**config.mk**
```make
export PLATFORM = sky130hd
export DESIGN_NAME = utf8_text_console_cursor
export DESIGN_NICKNAME = d
export VERILOG_FILES = /design/src/rtl/core/utc_pkg.sv /design/src/rtl/core/utf8_text_console_cursor.sv /design/src/rtl/core/utc_step.sv /design/src/rtl/core/utc_outq.sv
export SDC_FILE = /design/constraint.sdc
export NUM_CORES = 1
export LEC_CHECK = 0
export ABC_AREA = 1
export BUFFER_PORTS_ARGS = -buffer_cell sky130_fd_sc_hd__clkbuf_2
export CELL_PAD_IN_SITES_DETAIL_PLACEMENT = 2
export CELL_PAD_IN_SITES_GLOBAL_PLACEMENT = 2
export CORE_MARGIN = 1
export CORE_UTILIZATION = 40
export DETAILED_ROUTE_END_ITERATION = 10
export PLACE_DENSITY = 0.84
export SLEW_MARGIN = 10
export SYNTH_ARGS = -nofsm -noshare
export SYNTH_HDL_FRONTEND = slang
export SYNTH_SLANG_ARGS = --single-unit
```
**constraint.sdc**
```tcl
create_clock -name clock -period 17.4 [get_ports clock]
set_input_delay 1.74 -clock clock [delete_from_list [all_inputs] [get_ports clock]]
set_output_delay 1.74 -clock clock [all_outputs]
set_load 0.02 [all_outputs]
```
**src/rtl/core/utc_pkg.sv**
```systemverilog
`timescale 1ns / 1ps
// ----------------------------------------------------------------------------
// utc_pkg
// types, codes and helpers shared by the text console cursor modules
// ----------------------------------------------------------------------------
package utc_pkg;

   // register reset values
   localparam logic [7:0] COLUMNS_RESET = 8'd80;
   localparam logic [7:0] ROWS_RESET    = 8'd25;
   localparam logic [3:0] COLOR_RESET   = 4'd0;

   // geometry floors
   localparam logic [8:0] MIN_COLUMNS = 9'd2;
   localparam logic [8:0] MIN_ROWS    = 9'd1;

   localparam int CSR_ADDR_W = 2;
   localparam int CSR_DATA_W = 8;
   localparam int REQ_DATA_W = 8;
   localparam int RSP_DATA_W = 40;
   localparam int MAX_CMDS   = 3;

   // register index
   typedef enum logic [CSR_ADDR_W-1:0] {
      CSR_COLUMNS    = 2'd0,
      CSR_ROWS       = 2'd1,
      CSR_FORE_COLOR = 2'd2,
      CSR_BACK_COLOR = 2'd3
   } utc_csr_type;

   // command kind
   typedef enum logic [1:0] {
      OP_NARROW = 2'd0,
      OP_WIDE   = 2'd1,
      OP_CLEAR  = 2'd2,
      OP_SCROLL = 2'd3
   } utc_op_type;

   typedef struct packed {
      utc_op_type  op;
      logic [15:0] glyph_code;
      logic [7:0]  cell_col;
      logic [7:0]  cell_row;
      logic [3:0]  fg;
      logic [3:0]  bg;
   } utc_cmd_type;

   // commands caused by one byte, oldest in slot 0
   typedef struct packed {
      utc_cmd_type [MAX_CMDS-1:0] cmd;
      logic [1:0]                 count;
   } utc_batch_type;

   typedef struct packed {
      logic [7:0] columns;
      logic [7:0] rows;
      logic [3:0] fore_color;
      logic [3:0] back_color;
   } utc_cfg_type;

   typedef struct packed {
      logic [1:0]  pending;
      logic [15:0] partial;
      logic [7:0]  col;
      logic [7:0]  row;
   } utc_state_type;

   function automatic utc_cmd_type make_cmd(
      input utc_op_type  op,
      input logic [15:0] glyph,
      input logic [7:0]  col,
      input logic [7:0]  row,
      input logic [3:0]  fg,
      input logic [3:0]  bg
   );
      utc_cmd_type c;
      c.op         = op;
      c.glyph_code = glyph;
      c.cell_col   = col;
      c.cell_row   = row;
      c.fg         = fg;
      c.bg         = bg;
      return c;
   endfunction

endpackage

```
**src/rtl/core/utf8_text_console_cursor.sv**
```systemverilog
`timescale 1ns / 1ps
// ----------------------------------------------------------------------------
// utf8_text_console_cursor
// utf-8 text byte stream to draw, clear and scroll commands for a cell console
// ----------------------------------------------------------------------------
// path: a byte taken goes into the input register and moves on to the result
//   register once that can hold all of its words; its first command word is
//   then offered from the result register
// throughput: one byte per cycle while each byte gives at most one word and
//   rsp_tready is high; a byte with more words holds the input register while they drain
// reset: synchronous, clears the decode state, the cursor and both valid flags;
//   geometry returns to 80 columns by 25 rows, both colors to 0
// ----------------------------------------------------------------------------
module utf8_text_console_cursor (
   input  logic                                  clock,
   input  logic                                  reset,
   // configuration writes
   input  logic                                  csr_we,
   input  logic [utc_pkg::CSR_ADDR_W-1:0]        csr_addr,
   input  logic [utc_pkg::CSR_DATA_W-1:0]        csr_wdata,
   // text bytes
   input  logic                                  req_tvalid,
   output logic                                  req_tready,
   input  logic [utc_pkg::REQ_DATA_W-1:0]        req_tdata,  // in_byte
   // command words
   output logic                                  rsp_tvalid,
   input  logic                                  rsp_tready,
   output logic [1:0]                            rsp_tuser,  // op
   output logic [utc_pkg::RSP_DATA_W-1:0]        rsp_tdata,  // glyph_code, cell_col,
                                                             // cell_row, fg, bg
   output logic                                  rsp_tlast
);

   // input register
   logic                   in_valid_ff;
   logic [7:0]             in_byte_ff;

   // decoder and cursor state
   utc_pkg::utc_state_type st_ff;
   utc_pkg::utc_state_type st_in;

   // geometry and colors
   utc_pkg::utc_cfg_type   cfg_ff;

   utc_pkg::utc_batch_type batch;
   logic                   q_free;
   logic                   in_take;

   // the byte in the input register moves on once the result register can hold
   // all of its words; an empty or last-word-leaving result register counts
   assign in_take    = in_valid_ff && q_free;
   assign req_tready = !in_valid_ff || in_take;

   always_ff @(posedge clock) begin
      if (reset) begin
         in_valid_ff <= 1'b0;
      end else if (req_tready) begin
         in_valid_ff <= req_tvalid;
      end
   end

   always_ff @(posedge clock) begin
      if (req_tvalid && req_tready) begin
         in_byte_ff <= req_tdata;
      end
   end

   // one pass of decode, cursor move, wrap and scroll
   utc_step u_step (
      .byte_i  (in_byte_ff),
      .state_i (st_ff),
      .cfg_i   (cfg_ff),
      .state_o (st_in),
      .batch_o (batch)
   );

   always_ff @(posedge clock) begin
      if (reset) begin
         st_ff <= '0;
      end else if (in_take) begin
         st_ff <= st_in;
      end
   end

   // register writes; a pending sequence is left alone
   always_ff @(posedge clock) begin
      if (reset) begin
         cfg_ff.columns    <= utc_pkg::COLUMNS_RESET;
         cfg_ff.rows       <= utc_pkg::ROWS_RESET;
         cfg_ff.fore_color <= utc_pkg::COLOR_RESET;
         cfg_ff.back_color <= utc_pkg::COLOR_RESET;
      end else if (csr_we) begin
         unique case (utc_pkg::utc_csr_type'(csr_addr))
            utc_pkg::CSR_COLUMNS:    cfg_ff.columns    <= csr_wdata;
            utc_pkg::CSR_ROWS:       cfg_ff.rows       <= csr_wdata;
            utc_pkg::CSR_FORE_COLOR: cfg_ff.fore_color <= csr_wdata[3:0];
            utc_pkg::CSR_BACK_COLOR: cfg_ff.back_color <= csr_wdata[3:0];
            default: ;
         endcase
      end
   end

   // result register, drains up to three words per byte
   utc_outq u_outq (
      .clock      (clock),
      .reset      (reset),
      .load_i     (in_take),
      .batch_i    (batch),
      .free_o     (q_free),
      .rsp_tvalid (rsp_tvalid),
      .rsp_tready (rsp_tready),
      .rsp_tuser  (rsp_tuser),
      .rsp_tdata  (rsp_tdata),
      .rsp_tlast  (rsp_tlast)
   );

   // a byte that gives words must show them in the next cycle
   a_words_follow: assert property (@(posedge clock) disable iff (reset)
      in_take && (batch.count != 2'd0) |=> rsp_tvalid)
      else $error("words of a processed byte not offered");

   // three words only come from scroll, wide draw, scroll
   a_three_words: assert property (@(posedge clock) disable iff (reset)
      in_take && (batch.count == 2'd3) |->
         (batch.cmd[0].op == utc_pkg::OP_SCROLL) && (batch.cmd[1].op == utc_pkg::OP_WIDE) &&
         (batch.cmd[2].op == utc_pkg::OP_SCROLL))
      else $error("unexpected three-word sequence");

   // a lead byte outside a sequence only opens the sequence
   a_lead_silent: assert property (@(posedge clock) disable iff (reset)
      in_take && (st_ff.pending == 2'd0) && (in_byte_ff[7:6] == 2'b11) &&
      (in_byte_ff[5:4] != 2'b11) |-> (batch.count == 2'd0) && (st_in.pending != 2'd0))
      else $error("lead byte produced output");

endmodule

```
**src/rtl/core/utc_step.sv**
```systemverilog
`timescale 1ns / 1ps
// ----------------------------------------------------------------------------
// utc_step
// utf-8 decode and cursor update for one byte, producing up to three commands
// ----------------------------------------------------------------------------
module utc_step (
   input  logic [7:0]             byte_i,
   input  utc_pkg::utc_state_type state_i,
   input  utc_pkg::utc_cfg_type   cfg_i,
   output utc_pkg::utc_state_type state_o,
   output utc_pkg::utc_batch_type batch_o
);

   localparam logic [7:0] CH_BS    = 8'd8;
   localparam logic [7:0] CH_TAB   = 8'd9;
   localparam logic [7:0] CH_LF    = 8'd10;
   localparam logic [7:0] CH_CR    = 8'd13;
   localparam logic [7:0] CH_SPACE = 8'd32;
   localparam logic [7:0] CH_TILDE = 8'd126;
   localparam logic [7:0] CH_QMARK = 8'h3F;
   localparam logic [7:0] LEAD2_MASK = 8'hE0;
   localparam logic [7:0] LEAD2_CODE = 8'hC0;
   localparam logic [7:0] LEAD3_MASK = 8'hF0;
   localparam logic [7:0] LEAD3_CODE = 8'hE0;
   localparam logic [8:0] TAB_MASK   = 9'h1FC;

   always_comb begin
      logic [8:0]  ec;
      logic [8:0]  er;
      logic [8:0]  x;
      logic [8:0]  y;
      logic [1:0]  n;
      logic [15:0] code;
      logic        do_wide;
      logic        do_wrap;

      state_o = state_i;
      batch_o = '0;
      n       = 2'd0;
      x       = {1'b0, state_i.col};
      y       = {1'b0, state_i.row};
      ec      = ({1'b0, cfg_i.columns} < utc_pkg::MIN_COLUMNS) ? utc_pkg::MIN_COLUMNS
                                                              : {1'b0, cfg_i.columns};
      er      = ({1'b0, cfg_i.rows} < utc_pkg::MIN_ROWS) ? utc_pkg::MIN_ROWS
                                                        : {1'b0, cfg_i.rows};
      code    = {8'h00, byte_i};
      do_wide = 1'b0;
      do_wrap = 1'b0;

      if (state_i.pending != 2'd0) begin
         // any byte inside a sequence counts as a continuation
         code            = {state_i.partial[9:0], byte_i[5:0]};
         state_o.partial = code;
         state_o.pending = state_i.pending - 2'd1;
         do_wide         = (state_i.pending == 2'd1);
      end else if (byte_i[7] == 1'b0) begin
         do_wrap = 1'b1;
         if (byte_i == CH_LF) begin
            x = 9'd0;
            y = y + 9'd1;
         end else if (byte_i == CH_CR) begin
            x = 9'd0;
         end else if (byte_i == CH_BS) begin
            if (x != 9'd0) begin
               x = x - 9'd1;
               batch_o.cmd[n] = utc_pkg::make_cmd(utc_pkg::OP_CLEAR, 16'd0, x[7:0], y[7:0],
                                                  4'd0, cfg_i.back_color);
               n = n + 2'd1;
            end
         end else if (byte_i == CH_TAB) begin
            x = (x + 9'd4) & TAB_MASK;
            if (x >= ec) begin
               x = 9'd0;
               y = y + 9'd1;
            end
         end else if (byte_i >= CH_SPACE) begin
            batch_o.cmd[n] = utc_pkg::make_cmd(utc_pkg::OP_NARROW,
                                               {8'h00, (byte_i > CH_TILDE) ? CH_QMARK : byte_i},
                                               x[7:0], y[7:0],
                                               cfg_i.fore_color, cfg_i.back_color);
            n = n + 2'd1;
            x = x + 9'd1;
         end
      end else if ((byte_i & LEAD2_MASK) == LEAD2_CODE) begin
         state_o.partial = {11'd0, byte_i[4:0]};
         state_o.pending = 2'd1;
      end else if ((byte_i & LEAD3_MASK) == LEAD3_CODE) begin
         state_o.partial = {12'd0, byte_i[3:0]};
         state_o.pending = 2'd2;
      end else begin
         do_wide = 1'b1;
      end

      if (do_wide) begin
         // a wide glyph needs two free cells on the row
         if (x >= ec - 9'd1) begin
            x = 9'd0;
            y = y + 9'd1;
         end
         if (y >= er) begin
            batch_o.cmd[n] = utc_pkg::make_cmd(utc_pkg::OP_SCROLL, 16'd0, 8'd0, 8'd0,
                                               4'd0, cfg_i.back_color);
            n = n + 2'd1;
            y = er - 9'd1;
            x = 9'd0;
         end
         batch_o.cmd[n] = utc_pkg::make_cmd(utc_pkg::OP_WIDE, code, x[7:0], y[7:0],
                                            cfg_i.fore_color, cfg_i.back_color);
         n       = n + 2'd1;
         x       = x + 9'd2;
         do_wrap = 1'b1;
      end

      if (do_wrap) begin
         if (x >= ec) begin
            x = 9'd0;
            y = y + 9'd1;
         end
         if (y >= er) begin
            batch_o.cmd[n] = utc_pkg::make_cmd(utc_pkg::OP_SCROLL, 16'd0, 8'd0, 8'd0,
                                               4'd0, cfg_i.back_color);
            n = n + 2'd1;
            y = er - 9'd1;
            x = 9'd0;
         end
      end

      state_o.col   = x[7:0];
      state_o.row   = y[7:0];
      batch_o.count = n;
   end

endmodule

```
**src/rtl/core/utc_outq.sv**
```systemverilog
`timescale 1ns / 1ps
// ----------------------------------------------------------------------------
// utc_outq
// result register holding the commands of one byte and draining them in order
// ----------------------------------------------------------------------------
module utc_outq (
   input  logic                          clock,
   input  logic                          reset,
   input  logic                          load_i,
   input  utc_pkg::utc_batch_type        batch_i,
   output logic                          free_o,
   output logic                          rsp_tvalid,
   input  logic                          rsp_tready,
   output logic [1:0]                    rsp_tuser,   // op
   output logic [utc_pkg::RSP_DATA_W-1:0] rsp_tdata,  // glyph_code, cell_col, cell_row, fg, bg
   output logic                          rsp_tlast
);

   logic [1:0]                                rem_ff;
   utc_pkg::utc_cmd_type [utc_pkg::MAX_CMDS-1:0] slot_ff;
   logic                                      pop;

   assign pop    = (rem_ff != 2'd0) && rsp_tready;
   assign free_o = (rem_ff == 2'd0) || ((rem_ff == 2'd1) && rsp_tready);

   always_ff @(posedge clock) begin
      if (reset) begin
         rem_ff <= 2'd0;
      end else if (load_i) begin
         rem_ff <= batch_i.count;
      end else if (pop) begin
         rem_ff <= rem_ff - 2'd1;
      end
   end

   // shift toward slot 0 so the head word is always at a fixed place
   always_ff @(posedge clock) begin
      if (load_i) begin
         slot_ff <= batch_i.cmd;
      end else if (pop) begin
         slot_ff[0] <= slot_ff[1];
         slot_ff[1] <= slot_ff[2];
      end
   end

   assign rsp_tvalid = (rem_ff != 2'd0);
   assign rsp_tlast  = (rem_ff == 2'd1);
   assign rsp_tuser  = slot_ff[0].op;
   assign rsp_tdata  = {slot_ff[0].bg, slot_ff[0].fg, slot_ff[0].cell_row,
                        slot_ff[0].cell_col, slot_ff[0].glyph_code};

endmodule
```
## Word level (Yosys, flattened, before mapping)

Index checks and enable logic that the tools add are counted.
W data, S select, Z words.

- Register bits after elaboration: 189
- Word-level logic and storage cells: 178
- Output and inout port bits: 45

- Mux-type cells: 86
- Order comparisons: 15
- Reductions and logical operators: 23
- Equality and inequality tests: 11
- Add/sub/neg operators: 14

Operators with widths:

| cell | count |
|---|---|
| $mux W126 | 5 |
| $mux W42 | 10 |
| $bwmux W126 | 3 |
| $demux W42 S2 | 3 |
| $mux W9 | 27 |
| $mux W84 | 2 |
| $mux W18 | 4 |
| $mux W8 | 7 |
| $eq A8 B4 Y1 const B | 4 |
| $mux W32 | 1 |
| $ge A9 B9 Y1 | 3 |
| $mux W2 | 13 |
| $add A8 B1 Y9 const B | 2 |
| $add A9 B1 Y9 const B | 2 |
| $ge A9 B8 Y1 | 2 |
| $sub A8 B1 Y9 const B | 2 |
| $mux W16 | 1 |
| $add A8 B3 Y9 const B | 1 |
| $add A9 B2 Y9 const B | 1 |
| $lt A2 B3 Y1 const B | 3 |
| $mux W1 | 9 |
| $sub A9 B1 Y9 const B | 1 |
| $ge A8 B6 Y1 const B | 1 |
| $gt A8 B7 Y1 const B | 1 |
| 19 further kinds | 41 |

## Longest topological paths before layout

Gate-level depths: netlist (run 1).

- Depth in word-level cells: 26
- Gate-level depth with buffers: 69
- Mapped depth without buffers: 68

## Modules after synthesis

A second synthesis (run 1) with hierarchy kept.

- Cells, all modules: 1857
- Area, all modules: 13351.6 um^2

By module, submodules not included:

| module | cells each | area each (um^2) | sequential area each (um^2) | times used |
|---|---|---|---|---|
| utc_step | 1081 | 5572.8 | 0.0 | 1 |
| utc_outq | 466 | 5322.6 | 3823.7 | 1 |
| utf8_text_console_cursor | 310 | 2456.1 | 1421.4 | 1 |

## Worst setup path after synthesis (run 1)

Ideal clock, no wire load.

- Path type: register to register
- From: register st_ff[10] in the netlist's numbering
- To: register u_outq.slot_ff, in the netlist u_outq.rsp_tuser[0], data pin
- Setup slack: 7.800 ns
- Arrival time: 9.334 ns
- Cell stages (with the launch flop): 64
- Buffers on the path: 4
- Data required time: 17.134 ns
- Cell sequence: dfxtp_1 -> clkbuf_1 -> inv_1 -> ha_1 -> ha_1 -> nand3_1 -> nor2_1 -> nand2_1 -> nor2_1 -> nand2_1 -> nand3_2 -> nand2_4 -> nand2_1 -> nand2_1 -> nand2_1 -> o21ai_0 -> ha_1 -> nand4_1 -> [... 28 more ...] -> nand3_2 -> buf_2 -> o21ai_0 -> inv_1 -> ha_1 -> a21boi_0 -> o21a_1 -> o21a_1 -> o21a_1 -> o21a_1 -> o21ai_0 -> nand2_1 -> a211oi_1 -> nand2_2 -> buf_6 -> buf_6 -> o21ai_1 -> o21ai_1

- Word-level cells in the longest chain between the ends: 25

RTL lines:

| element | RTL line | RTL |
|---|---|---|
| from (decl) | utf8_text_console_cursor.sv:39 | `utc_pkg::utc_state_type st_ff;` |
| from (signal assigned) | utf8_text_console_cursor.sv:81 | `st_ff <= st_in;` |
| parallel branches: the longest is 23 deep, another holds $add A8 B3 Y9 | n/a |  |
| $mux W126 * | utc_step.sv:114 | `if (do_wrap) begin` |
| $mux W84 * | utc_outq.sv:38 | `if (load_i) begin` |
| to (signal assigned) | utc_outq.sv:39 | `slot_ff <= batch_i.cmd;` |
| to (decl) | utc_outq.sv:20 | `utc_pkg::utc_cmd_type [utc_pkg::MAX_CMDS-1:0] slot_ff;` |

Every way passes the cells marked *. The select of a mux whose other input is x is not followed.
A chain may end at the register's enable or synchronous reset.

## Worst setup path after layout (run 1)

- From: register in_byte_ff[5]
- To: register u_outq.slot_ff[46] in the netlist's numbering, data pin

- Word-level cells in the longest chain between the ends: 24

RTL lines:

| element | RTL line | RTL |
|---|---|---|
| from (decl) | utf8_text_console_cursor.sv:36 | `logic [7:0] in_byte_ff;` |
| from (signal assigned) | utf8_text_console_cursor.sv:64 | `in_byte_ff <= req_tdata;` |
| parallel branches: the longest is 22 deep, another holds $ge A9 B9 Y1 | n/a |  |
| $mux W126 * | utc_step.sv:114 |  |
| $mux W84 * | utc_outq.sv:38 |  |

Marked as above.

==> impl_table.tex, run 1 <==
\begin{tabular}{lr}
\hline
Metric & Value \\
\hline
\multicolumn{2}{l}{\textbf{Placed design}} \\
HPWL reported at the end of detailed placement & 29900 µm \\
Total instance count after detailed placement & 1835 \\
Count of input and output buffers & 67 \\
Post-placement setup slack & 3.75 ns \\
Routability Congestion & 0.885 \\
\multicolumn{2}{l}{\textbf{Global routing}} \\
Antenna violations before repair & 0 \\
Pin count of the biggest net entering global routing & 101 \\
Global-route wire length before repair & 65700 µm \\
Total global routing overflow & 0 \\
Total track usage & 28.2\% \\
Vias in the first global route & 11.5k \\
\multicolumn{2}{l}{\textbf{Logic synthesis}} \\
Number of enable flip-flop cells after synthesis & 134 \\
Synthesized-area fraction occupied by ao, oa, aoi and oai cells & 14.5\% \\
Fraction of the mapped netlist area in adder cells & 6.44\% \\
Cell variety after synth & 56 \\
Library cell with the largest summed area after synthesis & edfxtp\_1 \\
Number of nets in the synthesized netlist & 1557 \\
Area share of the largest cell type after synthesis & 34.0\% \\
FF+latch count, synth & 189 \\
Mux contribution to synthesized area & 0\% \\
Sequential element share of the synthesized area & 43.3\% \\
Instance count of the mapped netlist & 1473 \\
Share of flip-flops with an asynchronous set or reset & 0\% \\
Post-synthesis instance area & 11800 µm² \\
Number of warnings issued by yosys & 0 \\
Most used flip-flop cell after synthesis & edfxtp\_1 \\
Synthesized-area fraction occupied by xor and xnor cells & 2.16\% \\
Cells taking the most area after synthesis & edfxtp\_1 34\%, nand2\_1 11\%, dfxtp\_1 9.3\%, ha\_1 6.4\%, o21ai\_0 5.7\% \\
Synth Area per Inst & 8.04 µm² \\
Main combinational cell family by area after synthesis & simple AND/OR/NAND/NOR gates \\
Synth Area in Simple Gates & 23.0\% \\
\multicolumn{2}{l}{\textbf{Clocking}} \\
Total number of clock tree sinks & 189 \\
CTS resizes & 0 \\
Root Driver & clkbuf\_16 \\
Number of H-tree levels & 4 \\
Number of buffers added for setup after CTS & 0 \\
Total of hold buffers inserted after clock tree synthesis & 0 \\
TritonCTS clock tree & done \\
Clock Latency Late Sink & 0.46 ns \\
Maximum number of buffers from clock root to sink & 2 \\
Total CTS buffers & 17 \\
Clock slew at reported path FFs & 0.08 ns \\
\multicolumn{2}{l}{\textbf{Setup path}} \\
CP endpoint kind & flop \\
Data arrival time of the worst path & 14.25 ns \\
Maximum fanout encountered on the critical timing path & 36 \\
Data required time of the worst path & 17.62 ns \\
Worst-path cell with the longest stage delay & nor4\_2 \\
Critical path class & flop to flop \\
Critical Path Source Type & flop \\
Critical Path Max Stage Delay & 0.95 ns \\
Number of buffer and inverter instances along the worst setup path & 9 \\
Kind of cell adding the most delay to the critical path & simple AND/OR/NAND/NOR gates \\
\multicolumn{2}{l}{\textbf{Cells and area}} \\
Layout fillers & 3278 \\
Number of standard cells in the final layout excluding fillers & 1867 \\
Seq. cell area & 5120 µm² \\
Nets & 1554 \\
Number of diodes added for antenna fixing & 0 \\
Area delta synth->final & 7.56\% \\
Share of layout cells above drive strength 1 & 11.7\% \\
Area of combinational cells with multiple inputs & 5480 µm² \\
\multicolumn{2}{l}{\textbf{Worst hold path}} \\
Classification of the worst-slack hold path & flop to flop \\
\multicolumn{2}{l}{\textbf{STA}} \\
Final Hold Viols & 0 \\
Final worst clock skew & 0.0203 ns \\
Worst hold margin & 0.477 ns \\
Final WS setup & 3.37 ns \\
Relative slew slack & 16.0\% \\
Slew @ Worst Pin & 1.25 ns \\
\# setup viols final & 0 \\
Number of slew-limit violations in the final report & 0 \\
Clock period minus worst slack & 14.03 ns \\
Aggregate negative setup slack & 0 ns \\
Period Utilization, post-route & 80.6\% \\
RSZ-0062 raised after global routing & no \\
Highest clock rate & 0.0713 GHz \\
\multicolumn{2}{l}{\textbf{Floorplan}} \\
Initial standard-cell utilization of the core & 40.9\% \\
Area of the die & 30300 µm² \\
Die boundary width & 174 µm \\
Core Footprint & 28900 µm² \\
Height of the die & 174 µm \\
Std-Cell Rows & 62 \\
I/O pins & 68 \\
\multicolumn{2}{l}{\textbf{Drt}} \\
Via count & 10.6k \\
First-pass DRT Iterations & 5 \\
Post-detailed-route DRC marker count & 0 \\
Via count normalized by instance count & 5.65 \\
Per-cell routed wire length & 22.5 µm \\
Post-Route WL & 42000 µm \\
Violation count after the first detailed-routing iteration & 673 \\
Remaining number of nets flagged by the antenna check after routing & 0 \\
\multicolumn{2}{l}{\textbf{Flow run}} \\
Number of max-cap violations & 0 \\
\multicolumn{2}{l}{\textbf{Pwr}} \\
Reported leakage power & 5.50 nW \\
Total power divided by cell area & 172 nW/µm² \\
Peak ir drop on the vdd network & 0.0807 mV \\
\multicolumn{2}{l}{\textbf{Outcome}} \\
Result of the run & completed \\
\hline
\end{tabular}
==> area by class of cell <==
| cell class | instances | share of cell area, % |
|---|---|---|
| clock inverter | 14 | 1.38 |
| sequential | 189 | 40.2 |
| tap | 384 | 3.77 |
| clock buffer | 18 | 3.37 |
| multi-input combinational | 1015 | 43.0 |
| inverter | 171 | 5.04 |
| timing repair buffer | 76 | 3.16 |
==> per-layer routing <==
| layer | GRT usage [%] | vias up | wire [µm] |
|---|---|---|---|
| met4 | 10.1 | 0 | 1160 |
| met5 | 0 | - | 0 |
| met2 | 49.1 | 265 | 20800 |
| met3 | 4.33 | 71 | 1590 |
| li1 | - | 4893 | - |
| met1 | 35.4 | 5324 | 18400 |
==> final timing paths <==
check | startpoint | end | slack [ns] | cells after the start
worst max-delay path | in_byte_ff[5]$_DFFE_PP_ | u_outq.slot_ff[46]$_DFFE_PP_ | 3.37 | 57
worst max register to register | in_byte_ff[5]$_DFFE_PP_ | u_outq.slot_ff[46]$_DFFE_PP_ | 3.37 | 57
worst min register to register | cfg_ff[17]$_SDFFE_PP0P_ | cfg_ff[17]$_SDFFE_PP0P_ | 0.48 | 2
worst min-delay path | cfg_ff[17]$_SDFFE_PP0P_ | cfg_ff[17]$_SDFFE_PP0P_ | 0.48 | 2
==> power breakdown <==
part	leakage, nW	switching, mW	internal, mW
clock network	0.292	0.210	0.207
registers	1.74	0.0677	0.673
logic	3.47	0.764	0.273
==> cells in the mapped netlist, types with 3 or more instances <==
library cell  count
buf_6             9
o211ai_1         14
a31oi_1           5
o22ai_1          10
a221oi_1          4
o21ai_2           3
buf_2            10
nand2_1         341
inv_1           155
dfxtp_1          55
nand3_1          75
xor2_1           22
o31ai_1           3
nor2_2           10
nand3_2           9
xnor2_1           4
o21ai_1          23
nand2_2           8
buf_4            46
nand2_4           6
nand4_1          16
a21oi_1          89
a21boi_0          3
nor2_1          122
clkbuf_1         32
inv_2            14
o21bai_1          4
nand3b_1          3
o21ai_0         136
edfxtp_1        134
o21a_1            5
nor3_1           10
ha_1             61
==> worst register-to-register path: cells and delay by family (launching register included) <==
family / cells / cell delay, ns
AND/OR/NAND/NOR: 22 / 6.11
AO/OA/AOI/OAI: 21 / 4.36
flip-flops: 1 / 0.49
buffers and inverters: 9 / 1.31
adder cells (fa/ha/maj): 5 / 1.53
==> sequential cells by signal, indices dropped and copies added, names as in the netlist <==
signal            cells
cfg_ff               24
in_byte_ff            8
in_valid_ff           1
st_ff                28
u_outq.rem_ff         2
u_outq.rsp_tdata     40
u_outq.rsp_tuser      2
u_outq.slot_ff       84
==> metrics by stage <==
stage / util [%] / power, mW / instance area (µm²)
3_3_place_gp: 41.9 / 1.71 / 12100
4_1_cts: 44.0 / 2.20 / 12700
5_1_grt: 44.0 / 2.32 / 12700
2_1_floorplan: - / 1.50 / 11800
3_5_place_dp: 41.9 / 1.77 / 12100
6_report: 44.0 / 2.19 / 12700
==> layout by cell type (no fill, tap or decap), drive strengths merged, types with 2 or more instances in the layout <==
cell | synthesis | final
a211oi | 2 | 2
dfxtp | 55 | 55
a31oi | 6 | 6
nor2 | 134 | 134
buf | 66 | 9
a221oi | 4 | 4
o22ai | 10 | 10
nor3 | 12 | 12
o21ai | 162 | 162
edfxtp | 134 | 134
clkinv | 2 | 8
o31ai | 3 | 3
o32ai | 2 | 2
nand3b | 3 | 3
o21a | 5 | 5
o211ai | 14 | 14
nor4 | 3 | 3
clkbuf | 32 | 85
nand4 | 17 | 17
xnor2 | 4 | 4
xor2 | 23 | 23
a21boi | 3 | 3
o21bai | 4 | 4
or2 | 2 | 2
o2111ai | 2 | 2
and2 | 2 | 2
inv | 169 | 175
ha | 61 | 61
a21oi | 89 | 89
nand2 | 355 | 355
nand3 | 86 | 86
==> cells by family after synthesis <==
group / after synthesis
compound gates: 311
buf+inv: 269
simple gates: 616
flops: 189
xor+xnor: 27
fa+ha+maj: 61
Note: power is estimated with default switching activity, not from simulation.
==> run 2, diff against run 1 <==
Settings changed: CORE_UTILIZATION 40 to 34, PLACE_DENSITY 0.84 to 0.76.
Clock period 17.4 ns to 12 ns, I/O delays scaled along.
==> run 2 against run 1 <==
Effect of this change:
- design area grew 1.7%
- global-route usage fell by 4.6 points
- combinational power rose by 53%
- count of clock-buffer cells in the layout is 1 higher
- maximum frequency grew 27%
- core utilization is 5.8 points lower
- critical path depth rose by 9
- flip-flop and latch count did not move
==> impl_table.tex, run 2 (same netlist as run 1, synthesis figures left out) <==
\begin{tabular}{lr}
\hline
Metric & Value \\
\hline
\multicolumn{2}{l}{\textbf{Outcome}} \\
Result of the run & completed \\
\multicolumn{2}{l}{\textbf{Cells and area}} \\
Nets & 1571 \\
Share of layout cells above drive strength 1 & 12.9\% \\
Layout fillers & 3967 \\
Register bank with the most flops & u\_outq.slot\_ff \\
Seq. cell area & 5130 µm² \\
Flip-flop count of the largest register, all copies and words added & 84 \\
Area of combinational cells with multiple inputs & 5540 µm² \\
Top library cells by usage in the layout, fill and taps aside & 340 x nand2\_1, 154 x inv\_1, 134 x edfxtp\_1 \\
Area delta synth->final & 9.35\% \\
Most common cell after layout, fill and taps aside & nand2\_1 \\
\multicolumn{2}{l}{\textbf{Clocking}} \\
Root Driver & clkbuf\_16 \\
Total of hold buffers inserted after clock tree synthesis & 0 \\
Total number of clock tree sinks & 189 \\
Number of H-tree levels & 4 \\
Clock Latency Late Sink & 0.46 ns \\
Clock slew at reported path FFs & 0.08 ns \\
Total CTS buffers & 17 \\
TritonCTS clock tree & done \\
Maximum number of buffers from clock root to sink & 2 \\
\multicolumn{2}{l}{\textbf{Floorplan}} \\
Core Footprint & 33900 µm² \\
I/O pins & 68 \\
Height of the die & 189 µm \\
Die boundary width & 189 µm \\
Std-Cell Rows & 67 \\
Area of the die & 35600 µm² \\
Initial standard-cell utilization of the core & 35.0\% \\
\multicolumn{2}{l}{\textbf{STA}} \\
Slew @ Worst Pin & 1.23 ns \\
Number of slew-limit violations in the final report & 0 \\
Final worst clock skew & 0.0110 ns \\
Clock period minus worst slack & 11.04 ns \\
Final WS setup & 0.963 ns \\
Worst hold margin & 0.468 ns \\
Aggregate negative setup slack & 0 ns \\
Period Utilization, post-route & 92.0\% \\
RSZ-0062 raised after global routing & no \\
\# setup viols final & 0 \\
Highest clock rate & 0.0906 GHz \\
Final Hold Viols & 0 \\
Relative slew slack & 17.5\% \\
\multicolumn{2}{l}{\textbf{Setup path}} \\
Maximum fanout encountered on the critical timing path & 12 \\
Critical Path Max Stage Delay & 0.45 ns \\
Data required time of the worst path & 12.24 ns \\
CP endpoint kind & flop \\
Critical path class & flop to flop \\
CP most frequent cell & nand2\_1 \\
Data arrival time of the worst path & 11.28 ns \\
Worst-path cell with the longest stage delay & dfxtp\_2 \\
Critical Path Source Type & flop \\
\multicolumn{2}{l}{\textbf{Drt}} \\
First-pass DRT Iterations & 5 \\
Via count & 10.4k \\
Via count normalized by instance count & 5.32 \\
Remaining number of nets flagged by the antenna check after routing & 0 \\
Per-cell routed wire length & 21.2 µm \\
Post-Route WL & 41300 µm \\
Violation count after the first detailed-routing iteration & 482 \\
Post-detailed-route DRC marker count & 0 \\
\multicolumn{2}{l}{\textbf{Global routing}} \\
Vias in the first global route & 11.3k \\
Total global routing overflow & 0 \\
Pin count of the biggest net entering global routing & 88 \\
Global-route wire length before repair & 64400 µm \\
Total track usage & 23.6\% \\
Antenna violations before repair & 2 \\
\multicolumn{2}{l}{\textbf{Flow run}} \\
Number of max-cap violations & 0 \\
\multicolumn{2}{l}{\textbf{Pwr}} \\
Total power divided by cell area & 247 nW/µm² \\
Reported leakage power & 5.56 nW \\
Peak ir drop on the vdd network & 0.214 mV \\
\multicolumn{2}{l}{\textbf{Worst hold path}} \\
Classification of the worst-slack hold path & flop to flop \\
\multicolumn{2}{l}{\textbf{Placed design}} \\
HPWL reported at the end of detailed placement & 30200 µm \\
Post-placement setup slack & -0.0626 ns \\
Count of input and output buffers & 67 \\
Routability Congestion & 0.871 \\
\hline
\end{tabular}
run 2: changes by cell type in the layout (fill, tap and decap cells not counted), moves of 2 or more:
cell	change
buf_4	+14
o21ai_1	+4
clkinv_2	+3
clkinv_8	-3
o21ai_0	-3
clkinvlp_4	+2
dfxtp_1	-2
dfxtp_2	+2
nand3_4	+2
run 2: where the power goes:
part / internal (mW) / total [mW] / leakage, nW / switching, mW
Sequential: 0.978 / 1.07 / 1.74 / 0.0878
Clock: 0.271 / 0.551 / 0.261 / 0.280
Combinational: 0.434 / 1.59 / 3.57 / 1.15
run 2: stage by stage:
| stage | instances | instance area, µm² | util [%] | total power [mW] |
|---|---|---|---|---|
| floorplan | 1473 | 11800 | - | 2.17 |
| global placement | 1906 | 12300 | 36.2 | 2.53 |
| detailed placement | 1906 | 12300 | 36.2 | 2.60 |
| global route | 1948 | 12900 | 38.2 | 3.42 |
| finish | 1949 | 12900 | 38.2 | 3.20 |
| CTS | 1940 | 12800 | 37.9 | 3.17 |
run 2: metal layers:
metal / part of all wire (%) / global-route usage, % / vias to the layer above
met5: 0 / 0 / -
met4: 1.8 / 7.26 / 0
met3: 2.8 / 3.15 / 45
met2: 50 / 41.6 / 153
met1: 45 / 29.8 / 5242
li1: - / - / 4928
run 2: worst paths after layout:
path              cells past startpoint                        endpoint  slack [ns]                   start
setup / recovery                     66  u_outq.rsp_tdata[35]$_DFFE_PP_        0.96  st_ff[10]$_SDFFE_PP0P_
hold / removal                        2          st_ff[19]$_SDFFE_PP0P_        0.47  st_ff[19]$_SDFFE_PP0P_
setup reg to reg                     66  u_outq.rsp_tdata[35]$_DFFE_PP_        0.96  st_ff[10]$_SDFFE_PP0P_
hold reg to reg                       2          st_ff[19]$_SDFFE_PP0P_        0.47  st_ff[19]$_SDFFE_PP0P_
run 2: timing repair:
| action | 4_1_cts | 5_1_grt |
|---|---|---|
| cloned | 0 | 2 |
| endpoints found under the hold margin | 0 | 0 |
| buffers inserted | 2 | 6 |
| endpoints found under the setup margin | 30 | 144 |
| pin swaps | 1 | 3 |
| gates resized for setup | 1 | 16 |
run 2: area by class of cell:
class	instances	share of cell area, %
clock buffers	19	3.34
flip-flops and latches	189	39.6
inverters	171	4.97
diodes	1	0.0193
repair buffers	91	4.08
multi-input cells	1017	42.8
clock inverters	13	0.860
well taps	448	4.33
run 2: critical path: cells and delay by family (launching register included):
family | cells | cell delay [ns]
xor+xnor | 1 | 0.14
compound gates | 20 | 3.37
fa+ha+maj | 7 | 1.93
buf+inv | 10 | 1.08
flops | 1 | 0.45
simple gates | 28 | 3.81
